--- config.mk ---
export PLATFORM = sky130hd
export DESIGN_NAME = png_chunk_stream_validator_flat
export DESIGN_NICKNAME = d
export VERILOG_FILES = /design/src/rtl/pcsv_pkg.sv /design/src/rtl/pcsv_stream_if.sv /design/src/rtl/png_chunk_stream_validator.sv /design/src/flat_wrapper.sv
export SDC_FILE = /design/constraint.sdc
export NUM_CORES = 1
export LEC_CHECK = 0
export BUFFER_PORTS_ARGS = -buffer_cell sky130_fd_sc_hd__buf_2
export CAP_MARGIN = 20
export CORE_MARGIN = 2
export CORE_UTILIZATION = 30
export CTS_BUF_LIST = sky130_fd_sc_hd__clkbuf_8
export DETAILED_ROUTE_END_ITERATION = 8
export SLEW_MARGIN = 5
export SYNTH_ARGS = -nofsm -noshare
export SYNTH_HDL_FRONTEND = slang
export SYNTH_SLANG_ARGS = --single-unit
--- constraint.sdc ---
create_clock -name clk -period 5.1 [get_ports clk]
set_input_delay 0.51 -clock clk [delete_from_list [all_inputs] [get_ports clk]]
set_output_delay 0.51 -clock clk [all_outputs]
set_load 0.01 [all_outputs]
--- src/rtl/pcsv_pkg.sv ---
// Package with shared constants, fault codes and the CRC-32 byte update for the PNG validator.
`timescale 1ns / 1ps

package pcsv_pkg;

  // Fault codes reported with each verdict.
  typedef logic [3:0] fault_t;

  localparam fault_t FAULT_NONE      = 4'd0;
  localparam fault_t FAULT_SIGNATURE = 4'd1;
  localparam fault_t FAULT_TRUNCATED = 4'd2;
  localparam fault_t FAULT_CRC       = 4'd3;
  localparam fault_t FAULT_HEADER    = 4'd4;
  localparam fault_t FAULT_SPLIT     = 4'd5;
  localparam fault_t FAULT_CRITICAL  = 4'd6;
  localparam fault_t FAULT_BAD_END   = 4'd7;
  localparam fault_t FAULT_TRAILING  = 4'd8;

  // Configuration register indexes.
  localparam logic CFG_REG_WIDTH  = 1'b0;
  localparam logic CFG_REG_HEIGHT = 1'b1;

  // Chunk type words, big-endian ASCII.
  localparam logic [31:0] TYPE_IHDR = 32'h4948_4452;
  localparam logic [31:0] TYPE_IDAT = 32'h4944_4154;
  localparam logic [31:0] TYPE_IEND = 32'h4945_4E44;

  localparam logic [5:0]  MIN_FILE_BYTES = 6'd57;
  localparam logic [31:0] HEADER_BYTES   = 32'd13;

  localparam logic [31:0] CRC_POLY = 32'hEDB8_8320;

  // One byte of the fixed 8-byte file signature.
  function automatic logic [7:0] sig_byte(input logic [2:0] idx);
    logic [7:0] b;
    case (idx)
      3'd0: b = 8'h89;
      3'd1: b = 8'h50;
      3'd2: b = 8'h4E;
      3'd3: b = 8'h47;
      3'd4: b = 8'h0D;
      3'd5: b = 8'h0A;
      3'd6: b = 8'h1A;
      default: b = 8'h0A;
    endcase
    return b;
  endfunction

  // Reflected CRC-32 update over one byte, eight shift steps.
  function automatic logic [31:0] crc_byte(input logic [31:0] crc, input logic [7:0] b);
    logic [31:0] c;
    c = crc ^ {24'd0, b};
    for (int k = 0; k < 8; k++) begin
      if (c[0]) begin
        c = (c >> 1) ^ CRC_POLY;
      end else begin
        c = c >> 1;
      end
    end
    return c;
  endfunction

endpackage

--- src/rtl/pcsv_stream_if.sv ---
// Stream interfaces for the byte input channel and the verdict output channel.
`timescale 1ns / 1ps

interface pcsv_in_if;
  logic       valid;
  logic       ready;
  logic [7:0] data_byte;
  logic       last_byte;

  modport source (output valid, output data_byte, output last_byte, input ready);
  modport sink   (input valid, input data_byte, input last_byte, output ready);
endinterface

interface pcsv_out_if;
  logic                valid;
  logic                ready;
  logic                accepted;
  pcsv_pkg::fault_t    fault_code;

  modport source (output valid, output accepted, output fault_code, input ready);
  modport sink   (input valid, input accepted, input fault_code, output ready);
endinterface

--- src/rtl/png_chunk_stream_validator.sv ---
// Top level of the PNG chunk stream validator: byte parser, CRC check and verdict output.
//
//   channel  | dir | payload                           | notes
//   ---------+-----+-----------------------------------+------------------------------
//   in_ch    | in  | data_byte[7:0], last_byte         | one file byte per request
//   out_ch   | out | accepted, fault_code[3:0]         | one verdict per file
//   cfg_*    | in  | cfg_we, cfg_index, cfg_data[31:0] | expected width / height
//
// Each byte is parsed in the cycle it is accepted; one byte per cycle is sustained.
// The verdict for a file is registered when its last byte is accepted, into the result
// register or, if that is full, into one skid entry; these part the two sides, so input only
// stalls when two verdicts are waiting. Reset (rst_n low, synchronous) clears the parser
// and restores the expected width to 1280 and height to 800.
`timescale 1ns / 1ps

module png_chunk_stream_validator (
  input  logic              clk,
  input  logic              rst_n,
  pcsv_in_if.sink           in_ch,
  pcsv_out_if.source        out_ch,
  input  logic              cfg_we,
  input  logic              cfg_index,
  input  logic [31:0]       cfg_data
);

  // Parser phases.
  localparam logic [2:0] PH_SIGNATURE = 3'd0;
  localparam logic [2:0] PH_LENGTH    = 3'd1;
  localparam logic [2:0] PH_TYPE      = 3'd2;
  localparam logic [2:0] PH_DATA      = 3'd3;
  localparam logic [2:0] PH_CRC       = 3'd4;
  localparam logic [2:0] PH_AFTER_END = 3'd5;
  localparam logic [2:0] PH_HALTED    = 3'd6;

  logic [31:0] exp_width_r;
  logic [31:0] exp_height_r;

  logic [2:0]       phase_r,    phase_nxt;
  logic [31:0]      idx_r,      idx_nxt;
  logic [31:0]      len_r,      len_nxt;
  logic [31:0]      type_r,     type_nxt;
  logic [31:0]      crc_r,      crc_nxt;
  logic [31:0]      rcrc_r,     rcrc_nxt;
  logic [31:0]      hword_r,    hword_nxt;
  logic             first_r,    first_nxt;
  logic             idat_seen_r, idat_seen_nxt;
  logic             idat_closed_r, idat_closed_nxt;
  pcsv_pkg::fault_t pending_r,  pending_nxt;
  pcsv_pkg::fault_t latched_r,  latched_nxt;
  logic [5:0]       count_r,    count_nxt;

  logic             out_valid_r;
  logic             out_acc_r;
  pcsv_pkg::fault_t out_code_r;
  logic             skid_valid_r;
  logic             skid_acc_r;
  pcsv_pkg::fault_t skid_code_r;

  logic             in_fire;
  logic             push;
  logic             pop;
  pcsv_pkg::fault_t verdict_code;
  logic [7:0]       b;
  logic [31:0]      type_new;
  logic [31:0]      rcrc_new;
  logic [31:0]      hword_new;

  assign in_ch.ready = !skid_valid_r;
  assign in_fire     = in_ch.valid && in_ch.ready;
  assign push        = in_fire && in_ch.last_byte;
  assign pop         = out_valid_r && out_ch.ready;

  assign b         = in_ch.data_byte;
  assign type_new  = {type_r[23:0], b};
  assign rcrc_new  = {rcrc_r[23:0], b};
  assign hword_new = {hword_r[23:0], b};

  assign out_ch.valid      = out_valid_r;
  assign out_ch.accepted   = out_acc_r;
  assign out_ch.fault_code = out_code_r;

  // Configuration registers.
  always_ff @(posedge clk) begin
    if (!rst_n) begin
      exp_width_r  <= 32'd1280;
      exp_height_r <= 32'd800;
    end else if (cfg_we) begin
      case (cfg_index)
        pcsv_pkg::CFG_REG_WIDTH:  exp_width_r  <= cfg_data;
        pcsv_pkg::CFG_REG_HEIGHT: exp_height_r <= cfg_data;
        default: ;
      endcase
    end
  end

  // Next parser state for the accepted byte, the verdict, and the restart after it.
  always_comb begin
    phase_nxt       = phase_r;
    idx_nxt         = idx_r;
    len_nxt         = len_r;
    type_nxt        = type_r;
    crc_nxt         = crc_r;
    rcrc_nxt        = rcrc_r;
    hword_nxt       = hword_r;
    first_nxt       = first_r;
    idat_seen_nxt   = idat_seen_r;
    idat_closed_nxt = idat_closed_r;
    pending_nxt     = pending_r;
    latched_nxt     = latched_r;
    count_nxt       = count_r;

    if (in_fire) begin
      if (count_r < pcsv_pkg::MIN_FILE_BYTES) begin
        count_nxt = count_r + 6'd1;
      end

      case (phase_r)
        PH_SIGNATURE: begin
          if (b != pcsv_pkg::sig_byte(idx_r[2:0])) begin
            latched_nxt = pcsv_pkg::FAULT_SIGNATURE;
            phase_nxt   = PH_HALTED;
          end else if (idx_r >= 32'd7) begin
            idx_nxt   = 32'd0;
            phase_nxt = PH_LENGTH;
          end else begin
            idx_nxt = idx_r + 32'd1;
          end
        end

        PH_LENGTH: begin
          len_nxt = {len_r[23:0], b};
          if (idx_r >= 32'd3) begin
            idx_nxt     = 32'd0;
            type_nxt    = 32'd0;
            crc_nxt     = '1;
            pending_nxt = pcsv_pkg::FAULT_NONE;
            hword_nxt   = 32'd0;
            phase_nxt   = PH_TYPE;
          end else begin
            idx_nxt = idx_r + 32'd1;
          end
        end

        PH_TYPE: begin
          crc_nxt  = pcsv_pkg::crc_byte(crc_r, b);
          type_nxt = type_new;
          if (idx_r >= 32'd3) begin
            // Chunk ordering and type rules, held pending until the CRC is known.
            if (first_r) begin
              if (len_r != pcsv_pkg::HEADER_BYTES || type_new != pcsv_pkg::TYPE_IHDR) begin
                if (pending_r == pcsv_pkg::FAULT_NONE) pending_nxt = pcsv_pkg::FAULT_HEADER;
              end
            end else if (type_new == pcsv_pkg::TYPE_IDAT) begin
              if (idat_closed_r && pending_r == pcsv_pkg::FAULT_NONE) begin
                pending_nxt = pcsv_pkg::FAULT_SPLIT;
              end
              idat_seen_nxt = 1'b1;
            end else if (type_new == pcsv_pkg::TYPE_IEND) begin
              if ((!idat_seen_r || len_r != 32'd0) && pending_r == pcsv_pkg::FAULT_NONE) begin
                pending_nxt = pcsv_pkg::FAULT_BAD_END;
              end
            end else begin
              if (idat_seen_r) idat_closed_nxt = 1'b1;
              if ((type_new[31:24] inside {[8'h41:8'h5A]}) &&
                  pending_r == pcsv_pkg::FAULT_NONE) begin
                pending_nxt = pcsv_pkg::FAULT_CRITICAL;
              end
            end
            idx_nxt   = 32'd0;
            phase_nxt = (len_r == 32'd0) ? PH_CRC : PH_DATA;
          end else begin
            idx_nxt = idx_r + 32'd1;
          end
        end

        PH_DATA: begin
          crc_nxt = pcsv_pkg::crc_byte(crc_r, b);
          // Header field checks while the first chunk is still clean.
          if (first_r && pending_r == pcsv_pkg::FAULT_NONE) begin
            hword_nxt = hword_new;
            if (idx_r == 32'd3) begin
              if (hword_new != exp_width_r) pending_nxt = pcsv_pkg::FAULT_HEADER;
            end else if (idx_r == 32'd7) begin
              if (hword_new != exp_height_r) pending_nxt = pcsv_pkg::FAULT_HEADER;
            end else if (idx_r == 32'd8) begin
              if (b != 8'd8) pending_nxt = pcsv_pkg::FAULT_HEADER;
            end else if (idx_r == 32'd9) begin
              if (b != 8'd6) pending_nxt = pcsv_pkg::FAULT_HEADER;
            end else if (idx_r >= 32'd10 && idx_r <= 32'd12) begin
              if (b != 8'd0) pending_nxt = pcsv_pkg::FAULT_HEADER;
            end
          end
          if (({1'b0, idx_r} + 33'd1) >= {1'b0, len_r}) begin
            idx_nxt   = 32'd0;
            rcrc_nxt  = 32'd0;
            phase_nxt = PH_CRC;
          end else begin
            idx_nxt = idx_r + 32'd1;
          end
        end

        PH_CRC: begin
          rcrc_nxt = rcrc_new;
          if (idx_r < 32'd3) begin
            idx_nxt = idx_r + 32'd1;
          end else begin
            idx_nxt = 32'd0;
            // A CRC mismatch outranks any content fault of the same chunk.
            if (~crc_r != rcrc_new) begin
              latched_nxt = pcsv_pkg::FAULT_CRC;
              phase_nxt   = PH_HALTED;
            end else if (pending_r != pcsv_pkg::FAULT_NONE) begin
              latched_nxt = pending_r;
              phase_nxt   = PH_HALTED;
            end else begin
              first_nxt = 1'b0;
              len_nxt   = 32'd0;
              phase_nxt = (type_r == pcsv_pkg::TYPE_IEND) ? PH_AFTER_END : PH_LENGTH;
            end
          end
        end

        PH_AFTER_END: begin
          latched_nxt = pcsv_pkg::FAULT_TRAILING;
          phase_nxt   = PH_HALTED;
        end

        default: ;
      endcase
    end

    // Verdict from the state after this byte.
    if (latched_nxt != pcsv_pkg::FAULT_NONE) begin
      verdict_code = latched_nxt;
    end else if (count_nxt < pcsv_pkg::MIN_FILE_BYTES || phase_nxt != PH_AFTER_END) begin
      verdict_code = pcsv_pkg::FAULT_TRUNCATED;
    end else begin
      verdict_code = pcsv_pkg::FAULT_NONE;
    end

    // The last byte ends the file; the next byte starts a new one.
    if (push) begin
      phase_nxt       = PH_SIGNATURE;
      idx_nxt         = 32'd0;
      len_nxt         = 32'd0;
      type_nxt        = 32'd0;
      crc_nxt         = '1;
      rcrc_nxt        = 32'd0;
      hword_nxt       = 32'd0;
      first_nxt       = 1'b1;
      idat_seen_nxt   = 1'b0;
      idat_closed_nxt = 1'b0;
      pending_nxt     = pcsv_pkg::FAULT_NONE;
      latched_nxt     = pcsv_pkg::FAULT_NONE;
      count_nxt       = 6'd0;
    end
  end

  // Parser state registers.
  always_ff @(posedge clk) begin
    if (!rst_n) begin
      phase_r       <= PH_SIGNATURE;
      idx_r         <= 32'd0;
      len_r         <= 32'd0;
      type_r        <= 32'd0;
      crc_r         <= '1;
      rcrc_r        <= 32'd0;
      hword_r       <= 32'd0;
      first_r       <= 1'b1;
      idat_seen_r   <= 1'b0;
      idat_closed_r <= 1'b0;
      pending_r     <= pcsv_pkg::FAULT_NONE;
      latched_r     <= pcsv_pkg::FAULT_NONE;
      count_r       <= 6'd0;
    end else begin
      phase_r       <= phase_nxt;
      idx_r         <= idx_nxt;
      len_r         <= len_nxt;
      type_r        <= type_nxt;
      crc_r         <= crc_nxt;
      rcrc_r        <= rcrc_nxt;
      hword_r       <= hword_nxt;
      first_r       <= first_nxt;
      idat_seen_r   <= idat_seen_nxt;
      idat_closed_r <= idat_closed_nxt;
      pending_r     <= pending_nxt;
      latched_r     <= latched_nxt;
      count_r       <= count_nxt;
    end
  end

  // Result register with one skid entry behind it.
  always_ff @(posedge clk) begin
    if (!rst_n) begin
      out_valid_r  <= 1'b0;
      skid_valid_r <= 1'b0;
    end else if (skid_valid_r) begin
      if (pop) begin
        out_acc_r    <= skid_acc_r;
        out_code_r   <= skid_code_r;
        skid_valid_r <= 1'b0;
      end
    end else if (push) begin
      if (!out_valid_r || pop) begin
        out_valid_r <= 1'b1;
        out_acc_r   <= (verdict_code == pcsv_pkg::FAULT_NONE);
        out_code_r  <= verdict_code;
      end else begin
        skid_valid_r <= 1'b1;
        skid_acc_r   <= (verdict_code == pcsv_pkg::FAULT_NONE);
        skid_code_r  <= verdict_code;
      end
    end else if (pop) begin
      out_valid_r <= 1'b0;
    end
  end

  // The skid entry is only ever used behind a full result register.
  assert property (@(posedge clk) disable iff (!rst_n) skid_valid_r |-> out_valid_r)
    else $error("skid entry holds a verdict while the result register is empty");

  // A shown verdict is accepted exactly when it carries no fault.
  assert property (@(posedge clk) disable iff (!rst_n)
    out_valid_r |-> (out_acc_r == (out_code_r == pcsv_pkg::FAULT_NONE)))
    else $error("accepted flag disagrees with fault code");

  // The parser halts exactly when a fault has been latched.
  assert property (@(posedge clk) disable iff (!rst_n)
    (phase_r == PH_HALTED) == (latched_r != pcsv_pkg::FAULT_NONE))
    else $error("halted phase and latched fault disagree");

  // The last byte of a file restarts the parser.
  assert property (@(posedge clk) disable iff (!rst_n)
    push |=> (phase_r == PH_SIGNATURE && count_r == 6'd0 && first_r))
    else $error("parser did not restart after the last byte");

  // A pending content fault only exists after a chunk's type has been read.
  assert property (@(posedge clk) disable iff (!rst_n)
    (pending_r != pcsv_pkg::FAULT_NONE) |->
      (phase_r == PH_DATA || phase_r == PH_CRC || phase_r == PH_HALTED))
    else $error("pending fault outside a chunk body");

endmodule
--- src/flat_wrapper.sv ---
// flat-port wrapper written by rule: the top's interface ports become plain ports
module png_chunk_stream_validator_flat 
  (clk, rst_n, cfg_we, cfg_index, cfg_data, in_ch_valid, in_ch_data_byte, in_ch_last_byte, in_ch_ready, out_ch_valid, out_ch_accepted, out_ch_fault_code, out_ch_ready);
  pcsv_in_if in_ch_i ();
  pcsv_out_if out_ch_i ();
  input  logic clk;
  input  logic rst_n;
  input  logic cfg_we;
  input  logic cfg_index;
  input  logic [31:0] cfg_data;
  input wire logic [$bits(in_ch_i.valid)-1:0] in_ch_valid;
  input wire logic [$bits(in_ch_i.data_byte)-1:0] in_ch_data_byte;
  input wire logic [$bits(in_ch_i.last_byte)-1:0] in_ch_last_byte;
  output wire logic [$bits(in_ch_i.ready)-1:0] in_ch_ready;
  output wire logic [$bits(out_ch_i.valid)-1:0] out_ch_valid;
  output wire logic [$bits(out_ch_i.accepted)-1:0] out_ch_accepted;
  output wire logic [$bits(out_ch_i.fault_code)-1:0] out_ch_fault_code;
  input wire logic [$bits(out_ch_i.ready)-1:0] out_ch_ready;
  assign in_ch_i.valid = in_ch_valid;
  assign in_ch_i.data_byte = in_ch_data_byte;
  assign in_ch_i.last_byte = in_ch_last_byte;
  assign in_ch_ready = in_ch_i.ready;
  assign out_ch_valid = out_ch_i.valid;
  assign out_ch_accepted = out_ch_i.accepted;
  assign out_ch_fault_code = out_ch_i.fault_code;
  assign out_ch_i.ready = out_ch_ready;
  png_chunk_stream_validator u_core (.clk(clk), .rst_n(rst_n), .in_ch(in_ch_i), .out_ch(out_ch_i), .cfg_we(cfg_we), .cfg_index(cfg_index), .cfg_data(cfg_data));
endmodule
Yosys cells after proc, flatten, opt, wreduce, memory -nomap -nowiden:

Cells that the tools add are included.

* bits in registers: 272
* input bits: 47
* output and inout port bits: 7
* word-level logic and storage cells: 282

* $add $sub $neg: 3
* magnitude comparators: 10
* equality and inequality tests: 47
* muxes and demuxes: 123
* bitwise operators: 27
* reductions and logical operators: 51

Operators with widths (count)
* 32-bit two-way mux: 53
* 13-bit NOT with 14-bit output: 15
* 32-bit case mux with 2 select lines: 2
* 32-bit case mux with 4 select lines: 1
* 4-bit two-way mux: 31
* 32-bit by 31-bit == test with 1-bit output (second input constant): 3
* 32-bit inequality test: 3
* 24-bit case mux with 2 select lines: 2
* 32-bit case mux with 3 select lines: 1
* 32-bit by 4-bit == test with 1-bit output (second input constant): 2
* 24-bit two-way mux: 2
* 8-bit case mux with 6 select lines: 1
* 32-bit by 1-bit adder with 33-bit output (second input constant): 1
* 33-bit by 32-bit greater-or-equal comparator with 1-bit output: 1
* 3-bit two-way mux: 11
* 32-bit by 1-bit adder with 32-bit output (second input constant): 1
* 32-bit by 2-bit == test with 1-bit output (second input constant): 1
* 32-bit by 3-bit == test with 1-bit output (second input constant): 1
* 32-bit by 2-bit greater-or-equal comparator with 1-bit output (second input constant): 1
* 32-bit by 3-bit greater-or-equal comparator with 1-bit output (second input constant): 1
* 32-bit by 4-bit greater-or-equal comparator with 1-bit output (second input constant): 1
* 32-bit by 4-bit less-or-equal comparator with 1-bit output (second input constant): 1
* 32-bit logical NOT: 1
* 32-bit by 2-bit less-than comparator with 1-bit output (second input constant): 1
* other kinds (46): 123

Depth between registers and ports, before layout:

Gate-level depths: netlist of run 1.

* depth in word-level cells: 32
* mapped depth: 21
* depth with buffers taken out: 18

Least setup slack after synthesis of run 1:

No wires, ideal clock.

* kind: register to register
* start: reg u_core.idx_r[2]
* end: reg u_core.out_acc_r, in the netlist u_core.out_ch.accepted (data pin)
* library setup time: 0.257 ns
* arrival time: 3.964 ns
* data required time: 4.843 ns
* setup slack: 0.879 ns
* cell stages (with the launch flop): 21
* path buffers: 2
* period minus slack after synthesis: 4.221 ns
* cells stage by stage: dfxtp_1 buf_2 clkbuf_1 nand3_1 nor2_1 and2_1 nand2_1 nor2_1 nand3_1 nor2_1 xor2_1 ha_1 nand3_1 nor4_1 nand2_1 o21ai_0 a2111oi_1 nand4_1 a41o_1 and4b_1 a32o_1

* cells in the longest elaborated chain, start to end: 16
* elaborated cells between the ends (all ways): 36
* those cells by class: 1 x add/sub; 4 x order compare; 7 x eq/ne; 20 x mux; 4 x reduce/logical

Ends and longest elaborated chain
* from (decl): RTL line png_chunk_stream_validator.sv:39 `logic [31:0] idx_r, idx_nxt;`
* from (signal assigned): RTL line png_chunk_stream_validator.sv:277 `idx_r <= idx_nxt;`
* parallel branches: the longest is 11 deep, another holds 32-bit by 1-bit adder with 33-bit output
* 4-bit two-way mux *: RTL line png_chunk_stream_validator.sv:233 `if (latched_nxt != pcsv_pkg::FAULT_NONE) begin`
* 4-bit logical NOT *: RTL line png_chunk_stream_validator.sv:306 `out_acc_r <= (verdict_code == pcsv_pkg::FAULT_NONE);`
* 1-bit two-way mux *: RTL line png_chunk_stream_validator.sv:304 `if (!out_valid_r || pop) begin`
* 1-bit two-way mux *: RTL line png_chunk_stream_validator.sv:303 `end else if (push) begin`
* 1-bit two-way mux *: RTL line png_chunk_stream_validator.sv:297 `end else if (skid_valid_r) begin`
* to (signal assigned): RTL line png_chunk_stream_validator.sv:299 `out_acc_r <= skid_acc_r;`
* to (signal assigned): RTL line png_chunk_stream_validator.sv:306
* to (decl): RTL line png_chunk_stream_validator.sv:53 `logic out_acc_r;`

Every way passes the cells marked *. The select of a mux whose other input is x is not followed.
A chain may end at the register's enable or synchronous reset.

Worst setup path in the final report of run 1:

* start: reg u_core.idx_r[4]
* end: reg u_core.idx_r[6]

* cells in the longest elaborated chain, start to end: 4
* elaborated cells between the ends (all ways): 12
* those cells by class: 2 x add/sub; 4 x order compare; 6 x mux

Ends and longest elaborated chain
* 32-bit by 1-bit adder with 33-bit output, or another cell as far along: RTL line png_chunk_stream_validator.sv:193 `if (({1'b0, idx_r} + 33'd1) >= {1'b0, len_r}) begin`
* 33-bit by 32-bit greater-or-equal comparator with 1-bit output / 32-bit two-way mux (equally long branches): RTL line png_chunk_stream_validator.sv:193, png_chunk_stream_validator.sv:122
* 32-bit two-way mux, on equally long branches: RTL line png_chunk_stream_validator.sv:193, png_chunk_stream_validator.sv:119
* 32-bit case mux with 4 select lines *: RTL line png_chunk_stream_validator.sv:117 `case (phase_r)`

Every way passes the cells marked *; elsewhere a longest branch is shown, timed or not. The select of a mux whose other input is x is not followed.

==> reports/summary.txt, run 1 <==
Post-Syn Nets - 1834
EDFF count, synth - 10
Ant. Diodes - 0
vias in the first global route - 11900
Main synth FF type - dfxtp_1
final core occ - 34.3%
Die ar. - 48900 um2
hold-critical path depth - 3
Max-slew headroom - 35.0%
flop2flop setup slack - 0.50 ns
Setup WS post-layout - 0.497 ns
Routed WL - 38.7 mm
area delta synth->final - 12.9%
vias - 12300
crit end category - flop
leading area contributor after synthesis - dfxtp_1
IO Port Bufs - 53
final hold violation count - 0
Pre-Repair DR Iteration Count - 6
TNS Setup - 0 ns
Initial Util - 30.4%
worst vdd ir - 0.180 mV
share of Yosys cell area claimed by the top area cell type - 36.9%
Worst Max-Slew Pin Slew - 0.974 ns
Leak Pwr - 5.67 nW
Clock Latency Late Sink - 0.58 ns
antenna-violating nets left - 0
Max H-tree Level - 2
row count - 79
Top Ports - 54
largest net degree at the start of global routing - 76
Reg-to-Reg End - u_core.idx_r[6]
CTS tree - yes
Die Ht - 221 um
Core Area - 46600 um2
FF/Latch Area - 5530 um2
initial drt markers - 916
CP Data Arrival Time - 5.08 ns
Synth Instances - 1746
initial antenna violation count - 0
Remaining Overflow, GRT - 0
gr usage total - 15.5%
maximum clock path buffer count - 3
Max Slew Vio Count - 0
cell mode on critical path - nor2_1
Hold Crit Class - in2reg
CTS root buf - clkbuf_8
worst slack at placement - 0.0255 ns
slowest stage cell, crit path - dfxtp_1
Setup-failing EPs final - 0
CP delay by family, top - simple AND/OR/NAND/NOR gates
period utilization - 90.3%
hold endpoint - u_core.exp_height_r[5]
Critical R2R Launch - u_core.idx_r[4]
clock-pin slew on the worst setup and hold paths - 0.06 ns
DR DRC count - 0
RSZ-0062 raised after global routing - no
synthesized area per cell - 8.10 um2
Placer Congestion - 0.875
status - finished, final reports clean
Max Clk Rate - 217 MHz
Post-synth ARST share - 0%
Pwr Total - 0.00469 W
crit start category - flop
Vias/cell - 5.13
Fin Hold WS - 0.166 ns
Seq/Total Area, Yosys - 39.1%
Crit Path Max Fanout - 40
worst hold start - cfg_data[5]
WP buf/inv - 1
r2r worst-path depth - 19
first-pass GRT wire length - 63.1 mm
worst path required time - 5.58 ns
Layout fillers - 4848
Final nets - 1856
area of the multi-input gates - 8010 um2
cts bufs inserted - 46
post-CTS setup buffers - 0
chip width - 221 um
final clock skew - 0.0319 ns
Synth cell types - 77
hold buffers post-CTS - 0
dpl hpwl - 26.2 mm
crit path time final - 4.60 ns
PwrDens - 294 nW/um2
synth warn - 0
Crit Path Class - reg2reg
Area contributors post-synth - dfxtp_1 37%, xnor2_1 7.7%, nand2_1 7.0%
Synth Register Bits - 271
routed len/inst - 16.1 um
post-synthesis cell area - 14100 um2
proportion of layout cells with a drive suffix above 1 - 10.5%
Clock Sinks - 271
crit-path cells - nand4_1, nor2_1, and2_1, nand2_1, nor2_1, nand3_1, nor2_1, xor2_1, ha_1, nand3_1, nor4_1, nand2_1, o21ai_0, a2111oi_2, nand4_1, a311oi_4, buf_6, o21ai_0, a211oi_1
maxcap violations - 0
delay of the slowest cell on the worst path - 0.44 ns
## synthesized netlist by cell type, types with 6 or more instances
cell type	number
ha_1	41
inv_1	50
nor2b_1	10
o21ai_1	7
and2_1	10
a211oi_1	6
o22ai_1	7
nand3_1	87
a22oi_1	83
nand4_1	34
xnor2_1	124
nor4_1	36
xor2_1	70
edfxtp_1	10
and3_1	9
nand2_1	265
buf_2	14
dfxtp_1	261
nor3_1	47
o21ai_0	57
a31oi_1	7
a21oi_1	97
buf_1	6
clkbuf_1	90
a21boi_0	61
nand2b_1	11
nor2_1	158
## tightest hold or removal path: cells and delay by family
| family | cells | cell delay, ns |
|---|---|---|
| buffers and inverters | 1 | 0.09 |
| AND/OR/NAND/NOR | 2 | 0.12 |
## cells by family (layout without fill, tap and decap cells)
| kind of cell | after synthesis | in the layout | share of synthesized area (%) |
|---|---|---|---|
| fa+ha+maj | 41 | 41 | 3.63 |
| compound gates | 356 | 356 | 16.4 |
| xor+xnor | 195 | 195 | 12.1 |
| mux | 7 | 7 | 0.531 |
| simple gates | 711 | 711 | 23.5 |
| buf+inv | 165 | 215 | 4.72 |
| flops | 271 | 271 | 39.1 |
## power by group
group	switching (W)	internal [W]	total, W
combinational	0.000336	0.000191	0.000527
sequential	0.0000386	0.00217	0.00221
clock	0.000880	0.00108	0.00196
## layer usage
metal,global-route usage [%],routed length [um],share of wire [%],vias to the layer above
li1,-,-,-,6088
met1,21.6,18400,47,5860
met2,24.6,17300,45,330
met3,2.83,2240,5.8,54
met4,4.29,740,1.9,0
met5,0,0,0,-
## per-stage QoR
step	area [um2]	std cells
2_1_floorplan	14100	1746
6_report	16000	2403
3_3_place_gp	15000	2323
4_1_cts	15900	2399
3_5_place_dp	15000	2323
5_1_grt	16000	2403
## area by class of cell
class / instances / area share [%]
timing repair buffer: 88 / 3.54
clock inverter: 21 / 0.956
sequential: 271 / 34.6
tap: 607 / 4.76
multi-input combinational: 1310 / 50.2
clock buffer: 55 / 4.74
inverter: 51 / 1.20
## worst max-delay path by stage
| stage | start | to | slack (ns) | depth (start not counted) |
|---|---|---|---|---|
| after floorplan | u_core.idx_r[2] | u_core.out_ch.accepted | 0.88 | 20 |
| after global placement | u_core.idx_r[0] | u_core.idx_r[29] | 0.13 | 18 |
| after detailed placement | u_core.idx_r[0] | u_core.idx_r[29] | 0.03 | 18 |
| after CTS | u_core.idx_r[0] | u_core.idx_r[6] | 0.19 | 19 |
| after global routing | u_core.idx_r[4] | u_core.idx_r[29] | 0.09 | 19 |
| final | u_core.idx_r[4] | u_core.idx_r[6] | 0.50 | 19 |
## state kept, by name, summed over array words and instances, names as in the netlist, 3 cells and up
| register | cells |
|---|---|
| u_core.latched_r | 4 |
| u_core.phase_r | 3 |
| u_core.type_r | 32 |
| u_core.hword_r | 24 |
| u_core.count_r | 6 |
| u_core.skid_code_r | 4 |
| u_core.pending_r | 3 |
| u_core.exp_width_r | 32 |
| u_core.rcrc_r | 24 |
| u_core.len_r | 32 |
| u_core.crc_r | 32 |
| u_core.exp_height_r | 32 |
| u_core.out_ch.fault_code | 4 |
| u_core.idx_r | 32 |
## cells in the final DEF, fill, tap and decap left out, types with 56 or more instances in the layout
cell / netlist / routed
a21oi_1: 97 / 97
o21ai_0: 57 / 56
a22oi_1: 83 / 83
nand3_1: 87 / 87
inv_1: 50 / 66
dfxtp_1: 261 / 260
xor2_1: 70 / 70
xnor2_1: 124 / 124
nor2_1: 158 / 158
nand2_1: 265 / 264
a21boi_0: 61 / 61
## what timing repair did
action / in CTS / in global routing
pin swaps: 0 / 1
endpoints found under the setup margin: 1 / 32
resized for setup: 1 / 3
Power figures use the tool's default switching activity.
==> run 2, diff against run 1 <==
--- a/config.mk
+++ b/config.mk
@@ -12,4 +12,5 @@
 export CTS_BUF_LIST = sky130_fd_sc_hd__clkbuf_8
 export DETAILED_ROUTE_END_ITERATION = 8
+export MAX_ROUTING_LAYER = met4
 export SLEW_MARGIN = 5
 export SYNTH_ARGS = -nofsm -noshare
==> constraint.sdc (replaced) <==
create_clock -name clk -period 5.1 [get_ports clk]
set_input_delay 0 -clock clk [delete_from_list [all_inputs] [get_ports clk]]
set_output_delay 0 -clock clk [all_outputs]
set_load 0.01 [all_outputs]
==> reports/summary.txt, run 2 (synthesis results as in run 1) <==
status - finished, final reports clean
row count - 79 (unchanged)
worst vdd ir - 0.186 mV (+2.9%)
Clock Latency Late Sink - 0.62 ns (+0.04 ns)
Leak Pwr - 5.89 nW (+3.9%)
Crit Path Class - reg2reg
most frequent cells in the layout - 264 x nand2_1, 260 x dfxtp_1, 158 x nor2_1
Worst Max-Slew Pin Slew - 1.02 ns (+0.0486 ns)
maxcap violations - 0 (unchanged)
initial drt markers - 1004 (+9.6%)
CP Data Arrival Time - 5.08 ns (about the same)
flop2flop setup slack - 0.49 ns (about the same)
CTS root buf - clkbuf_8
crit path time final - 4.61 ns (+0.00585 ns)
clock-pin slew on the worst setup and hold paths - 0.06 ns (about the same)
hold-critical path depth - 4 (+1)
IO Port Bufs - 53 (unchanged)
routed len/inst - 16.2 um (+0.30%)
Remaining Overflow, GRT - 0 (unchanged)
Crit Path Max Fanout - 40 (unchanged)
Hold Crit Class - in2reg
Max Clk Rate - 217 MHz (-0.13%)
r2r worst-path depth - 19 (unchanged)
Clock Sinks - 271 (unchanged)
dpl hpwl - 26.1 mm (-0.51%)
Max Slew Vio Count - 0 (unchanged)
initial antenna violation count - 0 (unchanged)
period utilization - 90.4% (+0.11 points)
Finished Layout Cells - 2459 (+2.3%)
RSZ-0062 raised after global routing - no
gr usage total - 16.4% (+0.89 points)
worst hold start - in_ch_valid
antenna-violating nets left - 0 (unchanged)
Setup WS post-layout - 0.491 ns (-0.00585 ns)
final clock skew - 0.0524 ns (+0.0205 ns)
Reg-to-Reg End - u_core.idx_r[29]
Max H-tree Level - 2 (unchanged)
worst slack at placement - -0.0105 ns (-0.0359 ns)
area of the multi-input gates - 8010 um2 (unchanged)
Placer Congestion - 0.885 (+1.2%)
first-pass GRT wire length - 65.0 mm (+2.9%)
Pre-Repair DR Iteration Count - 5 (-1)
Initial Util - 30.4% (unchanged)
worst path required time - 5.57 ns (about the same)
Final nets - 1909 (+2.9%)
Die Ht - 221 um (unchanged)
Top Ports - 54 (unchanged)
DR DRC count - 0 (unchanged)
largest net degree at the start of global routing - 86 (+13%)
area delta synth->final - 16.8%
cts bufs inserted - 47 (+2.2%)
crit end category - flop
Vias/cell - 5.15 (+0.43%)
hold endpoint - u_core.count_r[3]
Layout fillers - 4844 (-0.083%)
commonest non-fill, non-tap cell in the layout - nand2_1
Routed WL - 39.7 mm (+2.6%)
Max-slew headroom - 31.8% (-3.2 points)
PwrDens - 286 nW/um2 (-2.7%)
crit start category - flop
FF/Latch Area - 5530 um2 (unchanged)
maximum clock path buffer count - 3 (unchanged)
Core Area - 46600 um2 (unchanged)
CTS tree - yes
final hold violation count - 0 (unchanged)
post-CTS setup buffers - 0 (unchanged)
Die ar. - 48900 um2 (unchanged)
chip width - 221 um (unchanged)
Setup-failing EPs final - 0 (unchanged)
vias - 12700 (+2.8%)
Critical R2R Launch - u_core.idx_r[6]
Ant. Diodes - 0 (unchanged)
Worst Setup SP - u_core.idx_r[6]
proportion of layout cells with a drive suffix above 1 - 9.88% (-0.59 points)
vias in the first global route - 12400 (+4.3%)
Placed Cells incl. Taps - 2316 (-0.30%)
[run 2: area by class of cell]
| class | instances | area share, % |
|---|---|---|
| multi-input cells | 1310 | 48.5 |
| flip-flops and latches | 271 | 33.4 |
| repair buffers | 140 | 6.85 |
| well taps | 607 | 4.60 |
| clock buffers | 52 | 4.33 |
| inverters | 51 | 1.16 |
| clock inverters | 28 | 1.15 |
[run 2: how the worst max path moves through the flow]
stage | end | slack [ns] | depth (start not counted)
global placement | u_core.idx_r[12] | 0.11 | 18
global route | u_core.idx_r[3] | 0.06 | 18
finish | u_core.idx_r[29] | 0.49 | 19
detailed placement | u_core.idx_r[6] | -0.01 | 18
floorplan | u_core.out_ch.accepted | 0.88 | 20
CTS | u_core.idx_r[29] | 0.18 | 18
[run 2: where the power goes]
group | internal [W] | total [W] | switching, W
Sequential | 0.00217 | 0.00221 | 0.0000386
Combinational | 0.000217 | 0.000563 | 0.000345
Clock | 0.00104 | 0.00196 | 0.000916
[run 2: routing by layer]
layer	share of wire, %	global-route usage [%]	vias up
met5	0	-	-
li1	-	-	6203
met2	45	25.6	344
met4	2.2	4.85	0
met3	5.2	2.31	75
met1	48	22.1	6052
[run 2: critical path, stage by stage (launching register included)]
cell and delay (ns):
dfxtp_1 0.43, nand4_1 0.15, nor2_1 0.25, and2_1 0.25
nand2_1 0.16, nor2_1 0.24, nand3_1 0.20, nor2_1 0.26
xor2_1 0.18, ha_1 0.27, nand3_1 0.11, nor4_1 0.08
nand2_1 0.06, o21ai_0 0.10, a2111oi_2 0.42, nand4_1 0.30
a311oi_4 0.36, buf_8 0.28, o21ai_0 0.13, a211oi_1 0.24
[run 2: timing repair]
action | in CTS | in global routing
gates resized for setup | 1 | 5
endpoints found under the setup margin | 4 | 32
hold endpoints to repair | 107 | 0
pin swaps | 0 | 1
hold buffers | 58 | 0
[run 2: through the flow]
stage	utilization [%]	cell area (um2)	hold slack [ns]	setup TNS [ns]	power (W)
finish	35.5	16500	0.0568	0	0.00473
global route	35.5	16500	0.0652	0	0.00493
CTS	35.3	16400	0.00968	0	0.00477
detailed placement	32.1	14900	0.239	-0.0191	0.00277
global placement	32.1	14900	0.231	0	0.00277
floorplan	-	14100	0.124	0	0.00262
